### src/rtl/shot_detect_heat_estimator_top_macros.svh
// Assertion macros for the shot detect / heat estimator block.
// Used by the top level only; no other dependencies.
`ifndef SHOT_DETECT_HEAT_ESTIMATOR_TOP_MACROS_SVH
`define SHOT_DETECT_HEAT_ESTIMATOR_TOP_MACROS_SVH
`ifndef ASSERT_OFF
`define SHD_ASSERT(label, prop) label: assert property (@(posedge clk) disable iff (rst) prop) \
  else $error("shd assertion failed");
`define SHD_ASSERT_RST(label, prop) label: assert property (@(posedge clk) prop) \
  else $error("shd reset assertion failed");
`else
`define SHD_ASSERT(label, prop)
`define SHD_ASSERT_RST(label, prop)
`endif
`endif

### src/rtl/shd_pkg.sv
// Shared types, constants and register map of the shot detect / heat estimator.
// No dependencies.
package shd_pkg;

  localparam int CFG_W          = 16;
  localparam int HPS_W          = 20;
  localparam int TIME_W         = 32;
  localparam int CUR_W          = 16;
  localparam int HP_W           = 16;
  localparam int COOL_W         = 16;
  localparam int DROP_W         = TIME_W + COOL_W;
  localparam int OUT_HEAT_W     = 24;
  localparam int HEAT_WIDTH_DEF = 24;
  localparam int PADDR_W        = 5;
  localparam int PDATA_W        = 32;

  localparam logic [2:0] REG_WINDOW_HIGH   = 3'd0;
  localparam logic [2:0] REG_WINDOW_LOW    = 3'd1;
  localparam logic [2:0] REG_FALL_LEVEL    = 3'd2;
  localparam logic [2:0] REG_HOLD_MS       = 3'd3;
  localparam logic [2:0] REG_GIVE_UP_MS    = 3'd4;
  localparam logic [2:0] REG_HEAT_PER_SHOT = 3'd5;

  localparam logic [CFG_W-1:0] RST_WINDOW_HIGH   = 16'd5500;
  localparam logic [CFG_W-1:0] RST_WINDOW_LOW    = 16'd1500;
  localparam logic [CFG_W-1:0] RST_FALL_LEVEL    = 16'd1000;
  localparam logic [CFG_W-1:0] RST_HOLD_MS       = 16'd5;
  localparam logic [CFG_W-1:0] RST_GIVE_UP_MS    = 16'd50;
  localparam logic [HPS_W-1:0] RST_HEAT_PER_SHOT = 20'd10000;

  typedef enum logic [1:0] {
    PH_READY   = 2'd0,
    PH_SUSPECT = 2'd1,
    PH_WAIT    = 2'd2,
    PH_DONE    = 2'd3
  } phase_t;

  typedef struct packed {
    logic [CFG_W-1:0] window_high;
    logic [CFG_W-1:0] window_low;
    logic [CFG_W-1:0] fall_level;
    logic [CFG_W-1:0] hold_ms;
    logic [CFG_W-1:0] give_up_ms;
    logic [HPS_W-1:0] heat_per_shot;
  } cfg_t;

  typedef struct packed {
    logic [TIME_W-1:0]        time_ms;
    logic signed [CUR_W-1:0]  wheel_current;
    logic                     wheel_ready;
    logic [HP_W-1:0]          robot_hp;
    logic [COOL_W-1:0]        cooling_rate;
    logic                     force_ready;
  } in_item_t;

  typedef struct packed {
    logic [OUT_HEAT_W-1:0] heat;
    logic                  shot_counted;
    logic [1:0]            detect_phase;
  } out_item_t;

endpackage

### src/rtl/shd_cfg_regs.sv
// APB-style configuration registers of the shot detect / heat estimator.
// Depends on shd_pkg.
module shd_cfg_regs (
  input  logic                         clk,
  input  logic                         rst,
  input  logic                         psel,
  input  logic                         penable,
  input  logic                         pwrite,
  input  logic [shd_pkg::PADDR_W-1:0]  paddr,
  input  logic [shd_pkg::PDATA_W-1:0]  pwdata,
  output logic [shd_pkg::PDATA_W-1:0]  prdata,
  output logic                         pready,
  output shd_pkg::cfg_t                cfg
);
  import shd_pkg::*;

  logic [2:0] reg_idx;
  logic       wr_en;

  assign reg_idx = paddr[PADDR_W-1:2];
  assign wr_en   = psel && penable && pwrite;
  assign pready  = 1'b1;

  always_ff @(posedge clk) begin
    if (rst) begin
      cfg.window_high   <= RST_WINDOW_HIGH;
      cfg.window_low    <= RST_WINDOW_LOW;
      cfg.fall_level    <= RST_FALL_LEVEL;
      cfg.hold_ms       <= RST_HOLD_MS;
      cfg.give_up_ms    <= RST_GIVE_UP_MS;
      cfg.heat_per_shot <= RST_HEAT_PER_SHOT;
    end else if (wr_en) begin
      case (reg_idx)
        REG_WINDOW_HIGH:   cfg.window_high   <= pwdata[CFG_W-1:0];
        REG_WINDOW_LOW:    cfg.window_low    <= pwdata[CFG_W-1:0];
        REG_FALL_LEVEL:    cfg.fall_level    <= pwdata[CFG_W-1:0];
        REG_HOLD_MS:       cfg.hold_ms       <= pwdata[CFG_W-1:0];
        REG_GIVE_UP_MS:    cfg.give_up_ms    <= pwdata[CFG_W-1:0];
        REG_HEAT_PER_SHOT: cfg.heat_per_shot <= pwdata[HPS_W-1:0];
        default: ;
      endcase
    end
  end

  always_comb begin
    case (reg_idx)
      REG_WINDOW_HIGH:   prdata = {{(PDATA_W-CFG_W){1'b0}}, cfg.window_high};
      REG_WINDOW_LOW:    prdata = {{(PDATA_W-CFG_W){1'b0}}, cfg.window_low};
      REG_FALL_LEVEL:    prdata = {{(PDATA_W-CFG_W){1'b0}}, cfg.fall_level};
      REG_HOLD_MS:       prdata = {{(PDATA_W-CFG_W){1'b0}}, cfg.hold_ms};
      REG_GIVE_UP_MS:    prdata = {{(PDATA_W-CFG_W){1'b0}}, cfg.give_up_ms};
      REG_HEAT_PER_SHOT: prdata = {{(PDATA_W-HPS_W){1'b0}}, cfg.heat_per_shot};
      default:           prdata = '0;
    endcase
  end

endmodule

### src/rtl/shd_track.sv
// Shot detector state machine and heat accumulator, one item per enable.
// Depends on shd_pkg; the cooling drop arrives precomputed.
module shd_track #(
  parameter int HEAT_WIDTH = shd_pkg::HEAT_WIDTH_DEF
) (
  input  logic                        clk,
  input  logic                        rst,
  input  logic                        en,
  input  shd_pkg::cfg_t               cfg,
  input  shd_pkg::in_item_t           item,
  input  logic [shd_pkg::DROP_W-1:0]  drop,
  output shd_pkg::out_item_t          res
);
  import shd_pkg::*;

  localparam int ACC_W = ((HEAT_WIDTH > HPS_W) ? HEAT_WIDTH : HPS_W) + 1;
  localparam int CMP_W = ((HEAT_WIDTH > DROP_W) ? HEAT_WIDTH : DROP_W) + 1;
  localparam logic [HEAT_WIDTH-1:0] HEAT_MAX = '1;

  phase_t                phase, phase_next;
  logic [TIME_W-1:0]     suspect_start, suspect_start_next;
  logic [HEAT_WIDTH-1:0] heat_acc, heat_acc_next;
  logic                  hp_was_nonzero;

  logic signed [CUR_W+1:0] cur;
  logic                    in_win, below_fall, rebirth, shot;
  logic [TIME_W-1:0]       elapsed;
  logic [ACC_W-1:0]        sum;
  logic [HEAT_WIDTH-1:0]   base;
  logic [CMP_W-1:0]        base_ext, drop_ext, heat_ext;

  // current is negated; 18 bits hold -32767..32768 and unsigned 16-bit limits
  assign cur = -{{2{item.wheel_current[CUR_W-1]}}, item.wheel_current};
  assign in_win = (cur < $signed({2'b00, cfg.window_high})) &&
                  (cur > $signed({2'b00, cfg.window_low}));
  assign below_fall = cur < $signed({2'b00, cfg.fall_level});
  assign elapsed    = item.time_ms - suspect_start;
  assign rebirth    = (item.robot_hp != '0) && !hp_was_nonzero;

  // next state
  always_comb begin
    phase_next         = phase;
    suspect_start_next = suspect_start;
    if (rebirth) begin
      phase_next = PH_READY;
    end else begin
      case (phase)
        PH_READY: begin
          if (item.wheel_ready && in_win) begin
            phase_next         = PH_SUSPECT;
            suspect_start_next = item.time_ms;
          end
        end
        PH_SUSPECT: begin
          if (!in_win) begin
            phase_next = PH_READY;
          end else if (elapsed > {{(TIME_W-CFG_W){1'b0}}, cfg.hold_ms}) begin
            phase_next = PH_WAIT;
          end
        end
        PH_WAIT: begin
          if (below_fall) begin
            phase_next = PH_DONE;
          end else if (elapsed > {{(TIME_W-CFG_W){1'b0}}, cfg.give_up_ms}) begin
            phase_next = PH_READY;
          end
        end
        PH_DONE: phase_next = PH_READY;
        default: phase_next = PH_READY;
      endcase
    end
    // jam handling overrides, dropping a shot that just completed
    if (item.force_ready) begin
      phase_next = PH_READY;
    end
  end

  // heat and result
  always_comb begin
    shot = !rebirth && (phase == PH_DONE);
    sum  = {{(ACC_W-HEAT_WIDTH){1'b0}}, heat_acc} +
           {{(ACC_W-HPS_W){1'b0}}, (shot ? cfg.heat_per_shot : {HPS_W{1'b0}})};
    if (rebirth) begin
      base = '0;
    end else if (sum > {{(ACC_W-HEAT_WIDTH){1'b0}}, HEAT_MAX}) begin
      base = HEAT_MAX;
    end else begin
      base = sum[HEAT_WIDTH-1:0];
    end
    base_ext = {{(CMP_W-HEAT_WIDTH){1'b0}}, base};
    drop_ext = {{(CMP_W-DROP_W){1'b0}}, drop};
    if (drop_ext >= base_ext) begin
      heat_ext = '0;
    end else begin
      heat_ext = base_ext - drop_ext;
    end
    heat_acc_next = heat_ext[HEAT_WIDTH-1:0];

    if (heat_ext > {{(CMP_W-OUT_HEAT_W){1'b0}}, {OUT_HEAT_W{1'b1}}}) begin
      res.heat = '1;
    end else begin
      res.heat = heat_ext[OUT_HEAT_W-1:0];
    end
    res.shot_counted = shot;
    res.detect_phase = phase_next;
  end

  always_ff @(posedge clk) begin
    if (rst) begin
      phase          <= PH_READY;
      suspect_start  <= '0;
      heat_acc       <= '0;
      hp_was_nonzero <= 1'b0;
    end else if (en) begin
      phase          <= phase_next;
      suspect_start  <= suspect_start_next;
      heat_acc       <= heat_acc_next;
      hp_was_nonzero <= (item.robot_hp != '0);
    end
  end

endmodule

### src/rtl/shot_detect_heat_estimator_top.sv
// Top level of the shot detect / heat estimator: input pipeline, cooling
// multiply and output register. Depends on shd_pkg, shd_cfg_regs, shd_track.
//
// Usage:
//   Input channel in_valid/in_ready/in_item carries one control tick per item.
//   Output channel out_valid/out_ready/out_item returns exactly one result
//   (heat, shot flag, detector phase after the tick) per input item, in order.
//   The APB-style port sets window, fall level, hold and give-up times and the
//   heat per shot; write it only while no item is in flight.
//   The item is registered in the input stage at the edge that accepts it, then
//   passes the cooling multiply stage and the result register, which drives out_valid.
//   Throughput: one item per cycle while out_ready stays high; the detector and
//   heat update close on the stage that holds the state, the 16x32 cooling
//   product being registered one stage earlier.
//   When the receiver stalls, the stages fill and in_ready drops once all three
//   hold items; no item is lost. in_ready follows out_ready combinationally.
//   Reset (rst, synchronous) empties the pipeline, returns the registers to
//   their defaults, clears heat and phase, and marks the next tick as the
//   first one (zero elapsed time).
`include "shot_detect_heat_estimator_top_macros.svh"
module shot_detect_heat_estimator_top #(
  parameter int HEAT_WIDTH = shd_pkg::HEAT_WIDTH_DEF
) (
  input  logic                         clk,
  input  logic                         rst,
  input  logic                         in_valid,
  output logic                         in_ready,
  input  shd_pkg::in_item_t            in_item,
  output logic                         out_valid,
  input  logic                         out_ready,
  output shd_pkg::out_item_t           out_item,
  input  logic                         psel,
  input  logic                         penable,
  input  logic                         pwrite,
  input  logic [shd_pkg::PADDR_W-1:0]  paddr,
  input  logic [shd_pkg::PDATA_W-1:0]  pwdata,
  output logic [shd_pkg::PDATA_W-1:0]  prdata,
  output logic                         pready
);
  import shd_pkg::*;

  cfg_t              cfg;
  logic              accept;
  logic              time_valid;
  logic [TIME_W-1:0] prev_time;
  logic [TIME_W-1:0] dt_in;

  logic              s1_valid, s2_valid;
  in_item_t          s1_item, s2_item;
  logic [TIME_W-1:0] s1_dt;
  logic [DROP_W-1:0] s2_drop;
  logic              s1_en, s2_en, out_en, s2_move;
  out_item_t         res;

  shd_cfg_regs u_cfg (
    .clk     (clk),
    .rst     (rst),
    .psel    (psel),
    .penable (penable),
    .pwrite  (pwrite),
    .paddr   (paddr),
    .pwdata  (pwdata),
    .prdata  (prdata),
    .pready  (pready),
    .cfg     (cfg)
  );

  assign out_en   = !out_valid || out_ready;
  assign s2_en    = !s2_valid || out_en;
  assign s1_en    = !s1_valid || s2_en;
  assign s2_move  = s2_valid && out_en;
  assign in_ready = s1_en;
  assign accept   = in_valid && in_ready;

  // elapsed time is known at acceptance; the first tick after reset sees zero
  assign dt_in = time_valid ? (in_item.time_ms - prev_time) : '0;

  always_ff @(posedge clk) begin
    if (rst) begin
      time_valid <= 1'b0;
      prev_time  <= '0;
    end else if (accept) begin
      time_valid <= 1'b1;
      prev_time  <= in_item.time_ms;
    end
  end

  always_ff @(posedge clk) begin
    if (rst) begin
      s1_valid  <= 1'b0;
      s2_valid  <= 1'b0;
      out_valid <= 1'b0;
    end else begin
      if (s1_en) begin
        s1_valid <= in_valid;
      end
      if (s2_en) begin
        s2_valid <= s1_valid;
      end
      if (out_en) begin
        out_valid <= s2_valid;
      end
    end
  end

  always_ff @(posedge clk) begin
    if (accept) begin
      s1_item <= in_item;
      s1_dt   <= dt_in;
    end
    if (s2_en && s1_valid) begin
      s2_item <= s1_item;
      s2_drop <= DROP_W'(s1_item.cooling_rate) * DROP_W'(s1_dt);
    end
    if (s2_move) begin
      out_item <= res;
    end
  end

  shd_track #(
    .HEAT_WIDTH (HEAT_WIDTH)
  ) u_track (
    .clk  (clk),
    .rst  (rst),
    .en   (s2_move),
    .cfg  (cfg),
    .item (s2_item),
    .drop (s2_drop),
    .res  (res)
  );

  `SHD_ASSERT(a_shot_leaves_ready, out_valid && out_item.shot_counted |-> out_item.detect_phase == PH_READY)
  `SHD_ASSERT(a_full_backpressure, s1_valid && s2_valid && out_valid && !out_ready |-> !in_ready)
  `SHD_ASSERT_RST(a_reset_empties, rst |=> !s1_valid && !s2_valid && !out_valid)

endmodule
### config.mk
export PLATFORM = sky130hd
export DESIGN_NAME = shot_detect_heat_estimator_top
export DESIGN_NICKNAME = d
export VERILOG_FILES = /design/src/rtl/shd_pkg.sv /design/src/rtl/shd_cfg_regs.sv /design/src/rtl/shd_track.sv /design/src/rtl/shot_detect_heat_estimator_top.sv
export VERILOG_INCLUDE_DIRS = /design/src /design/src/rtl
export SDC_FILE = /design/constraint.sdc
export NUM_CORES = 2
export LEC_CHECK = 0
export BUFFER_PORTS_ARGS = -buffer_cell sky130_fd_sc_hd__buf_2
export CAP_MARGIN = 20
export CORE_ASPECT_RATIO = 0.7
export CORE_UTILIZATION = 50
export CTS_CLUSTER_SIZE = 20
export DETAILED_ROUTE_END_ITERATION = 6
export PLACE_DENSITY = 0.77
export SYNTH_ARGS = -nofsm -noshare
export SYNTH_HDL_FRONTEND = slang
export SYNTH_SLANG_ARGS = --single-unit
### constraint.sdc
create_clock -name clk -period 14.55 [get_ports clk]
set_input_delay 0.7275 -clock clk [delete_from_list [all_inputs] [get_ports clk]]
set_output_delay 0.7275 -clock clk [all_outputs]
set_load 0.02 [all_outputs]
==> impl_metrics.prom <==
# TYPE chip_impl_metric gauge
chip_impl_info{name="outcome",value="finished, violations left"} 1
chip_impl_info{name="violations",value="DRC"} 1
chip_impl_metric{name="seqPwrFrac",unit="%"} 18.0
chip_impl_info{name="synth.top_cells.by_area",value="fa_1, edfxtp_1, dfxtp_1"} 1
chip_impl_metric{name="cell_count_after_synthesis",unit=""} 4299
chip_impl_metric{name="met1_wire_length",unit="um"} 47540
chip_impl_metric{name="synth_async_sr_flop_share",unit="%"} 0
chip_impl_info{name="grt_setup_unrepaired",value="false"} 1
chip_impl_metric{name="maximum_number_of_pins_on_one_net_before_global_route_repair",unit=""} 119
chip_impl_metric{name="crit_cells",unit=""} 29
chip_impl_metric{name="detail-route-antenna-nets",unit=""} 0
chip_impl_metric{name="fin_skew",unit="ns"} 0.03654
chip_impl_metric{name="power_switching",unit="mW"} 4.933
chip_impl_metric{name="insertion_delay",unit="ns"} 0.62
chip_impl_info{name="mostFrequentLayoutCells",value="nand2_1, inv_1, fa_1"} 1
chip_impl_metric{name="drt-initial-drc-count",unit=""} 3376
chip_impl_metric{name="multi_input_comb_area",unit="sq um"} 25200
chip_impl_metric{name="die_area",unit="sq um"} 80760
chip_impl_metric{name="synth.ff_latch_count",unit=""} 450
chip_impl_metric{name="min_path_cells",unit=""} 1
chip_impl_info{name="synth_area_leader_cell",value="fa_1"} 1
chip_impl_metric{name="hpwl",unit="um"} 78430
chip_impl_metric{name="route.detailed.drc",unit=""} 2
chip_impl_metric{name="synthesis.area",unit="sq um"} 39810
chip_impl_metric{name="fmaxAchievable",unit="MHz"} 118.2
chip_impl_metric{name="power_switching_share",unit="%"} 47.75
chip_impl_metric{name="synthesis.area_per_instance",unit="sq um"} 9.259
chip_impl_metric{name="total_leakage_power",unit="nW"} 19.19
chip_impl_metric{name="post_cts_resized",unit=""} 0
chip_impl_metric{name="timing.final.crit_period",unit="ns"} 8.459
chip_impl_metric{name="globalRouteOverflowTotal",unit=""} 0
chip_impl_metric{name="aggregate_routed_wire_length",unit="um"} 103800
chip_impl_metric{name="yosys_warnings",unit=""} 0
chip_impl_metric{name="initial_utilization",unit="%"} 50.54
chip_impl_metric{name="post_cts.repair.setup_buffers",unit=""} 0
chip_impl_metric{name="worst_r2r_path_depth",unit=""} 29
chip_impl_metric{name="drive_above_1_share",unit="%"} 7.424
chip_impl_info{name="ys.flop_type",value="edfxtp_1"} 1
chip_impl_info{name="cts_tree",value="done"} 1
chip_impl_metric{name="htreeDepth",unit=""} 2
chip_impl_metric{name="std_cell_rows",unit=""} 86
chip_impl_metric{name="comb_power_share",unit="%"} 70.2
chip_impl_info{name="start_kind",value="flip-flop"} 1
chip_impl_metric{name="buffers_added_on_ports",unit=""} 160
chip_impl_metric{name="slew-limit-headroom",unit="%"} 20.69
chip_impl_metric{name="antenna_violations_before_repair",unit=""} 9
chip_impl_metric{name="finalCritPeriodShare",unit="%"} 58.14
chip_impl_metric{name="detail_route.vias_per_cell",unit=""} 5.683
chip_impl_info{name="highest_layer",value="met5"} 1
chip_impl_metric{name="num_vias",unit=""} 31130
chip_impl_metric{name="cts.reportedPaths.clkPinSlew",unit="ns"} 0.07
chip_impl_info{name="min-delay-path-class",value="input pin to flip-flop"} 1
chip_impl_metric{name="totalNegativeSetupSlack",unit="ns"} 0
chip_impl_metric{name="number_of_enable_type_register_cells_in_the_synthesized_netlist",unit=""} 255
chip_impl_info{name="critical-path-slowest-cell",value="o21ai_2"} 1
chip_impl_metric{name="instances_no_fill",unit=""} 5477
chip_impl_metric{name="critical-path-max-stage-delay",unit="ns"} 0.81
chip_impl_metric{name="cts.hold.buffers_added",unit=""} 0
chip_impl_metric{name="setup_viol",unit=""} 0
chip_impl_metric{name="worstPathRequired",unit="ns"} 15.11
chip_impl_metric{name="wl_met3",unit="um"} 12530
chip_impl_metric{name="detailedRoute.firstPassIterationCount",unit=""} 7
chip_impl_metric{name="yosys.cell_types.count",unit=""} 81
chip_impl_metric{name="register_area",unit="sq um"} 11560
chip_impl_metric{name="timing_worst_slew_pin_value",unit="ns"} 1.174
chip_impl_metric{name="vias_in_the_first_global_route",unit=""} 29830
chip_impl_info{name="mostFrequentLayoutCell",value="nand2_1"} 1
chip_impl_metric{name="max-cap-violations",unit=""} 0
chip_impl_metric{name="clock_tree.buffer_depth",unit=""} 3
chip_impl_metric{name="fillCellCount",unit=""} 6900
chip_impl_metric{name="first_pass_grt_wire_length",unit="um"} 164600
chip_impl_metric{name="global_routing_usage_summed_across_all_routing_layers",unit="%"} 25.76
chip_impl_info{name="timing.critical_path.max_delay_family",value="compound AO/OA/AOI/OAI gates"} 1
chip_impl_metric{name="finalMaxSlewViolations",unit=""} 0
chip_impl_metric{name="met2RoutedLength",unit="um"} 41650
chip_impl_metric{name="final_nets",unit=""} 5235
chip_impl_metric{name="hold_viol",unit=""} 0
chip_impl_metric{name="synth_top_area_share",unit="%"} 21.22
chip_impl_metric{name="power_frac_clock",unit="%"} 11.8
chip_impl_metric{name="die_w",unit="um"} 339.2
chip_impl_metric{name="worst-endpoint-arrival",unit="ns"} 9.02
chip_impl_metric{name="power.ir.vdd_worst",unit="uV"} 418.0
chip_impl_metric{name="dp.cells",unit=""} 5387
chip_impl_metric{name="crit_path_max_fanout",unit=""} 21
chip_impl_info{name="critPathCaptureType",value="flip-flop"} 1
chip_impl_metric{name="core-area",unit="sq um"} 78770
chip_impl_info{name="critPathKind",value="flip-flop to flip-flop"} 1
chip_impl_metric{name="clock_sink_count",unit=""} 450
chip_impl_metric{name="wl_per_cell",unit="um"} 18.95
chip_impl_metric{name="floorplan.io_pins",unit=""} 188
chip_impl_metric{name="worst-path-buf-inv",unit=""} 1
chip_impl_metric{name="die_height",unit="um"} 238.1
chip_impl_metric{name="ys_seq_area_share",unit="%"} 29.04
chip_impl_metric{name="syn2layout_area_growth",unit="%"} 8.477
chip_impl_metric{name="power.density",unit="nW/um^2"} 239.3
chip_impl_metric{name="cts_made_buffers",unit=""} 46
chip_impl_metric{name="power_report.internal_total",unit="mW"} 5.398
chip_impl_metric{name="gp_routability_congestion",unit=""} 0.9944
chip_impl_info{name="clk_root_buffer_cell",value="clkbuf_16"} 1
## state kept, by name (all words and copies together) (netlist names), 2 cells and up
register,count
u_cfg.cfg,100
s1_item,82
s2_item,66
s2_drop,48
prev_time,32
s1_dt,32
u_track.suspect_start,32
out_item,27
u_track.heat_acc,24
u_track.phase,2
## layout make-up
class,instances,area share [%]
Multi-Input combinational cell,3048,58.37
Sequential cell,450,26.77
Inverter,621,5.410
Clock buffer,70,3.269
Tap cell,1056,3.060
Timing Repair Buffer,213,2.790
Clock inverter,16,0.3100
Antenna cell,3,0.01739
## cells by family (layout without fill, tap and decap cells)
kind of cell	after synthesis	after routing	synth area share, %
buffers and inverters	812	920	7.839
DFF	450	450	29.04
xor gates and xnor gates	122	122	2.684
and+or+nand+nor	1420	1420	16.85
adders and majority gates	729	729	30.87
other	2	16	0.01887
muxes	41	41	1.034
AOI/OAI and AO/OA	723	723	11.66
## worst paths after layout
path                          to  slack (ns)        start
max          u_track.heat_acc[4]        6.09  s2_item[17]
min                  s1_item[14]        0.27  in_item[14]
max reg2reg  u_track.heat_acc[4]        6.09  s2_item[17]
min reg2reg          s2_item[35]        0.42  s1_item[35]
## routing by layer
layer  GRT usage, %  vias to the layer above
li1               -                    14300
met1          39.98                    15080
met2          35.91                     1573
met3          6.198                      159
met4          5.637                       14
met5              0                        -
## Yosys cell counts (30+ instances only)
cell type	number
nand3_1	89
fa_1	422
mux2i_1	40
and2_1	202
o21ai_0	90
nor2_1	167
dfxtp_1	195
nor3_1	47
xnor2_1	78
xor2_1	44
ha_1	307
edfxtp_1	255
nand2b_1	30
a22oi_1	49
a21oi_1	276
inv_1	620
a21o_1	87
nand2_1	700
clkbuf_1	172
## per-stage QoR
| step | instance area [sq um] | util (%) | hold WS, ns | total power, mW | worst slack, ns |
|---|---|---|---|---|---|
| 4_1_cts | 43170 | 54.80 | 0.2411 | 10.27 | 6.081 |
| 2_1_floorplan | 39850 | - | 0.4003 | 7.264 | 4.737 |
| 5_1_grt | 43170 | 54.81 | 0.2537 | 11.33 | 5.171 |
| 6_report | 43180 | 54.82 | 0.2746 | 10.33 | 6.091 |
| 3_5_place_dp | 41620 | 52.84 | 0.4045 | 8.997 | 6.176 |
| 3_3_place_gp | 41620 | 52.84 | 0.4008 | 8.872 | 6.351 |
## power by group through the flow
stage               logic, mW  clock network (mW)  registers (mW)
floorplan                5.40                   0            1.87
global placement         6.99                   0            1.88
detailed placement       7.11                   0            1.89
CTS                      7.17                1.24            1.86
global route             8.17                1.29            1.87
finish                   7.25                1.22            1.86
Power figures use the tool's default switching activity.
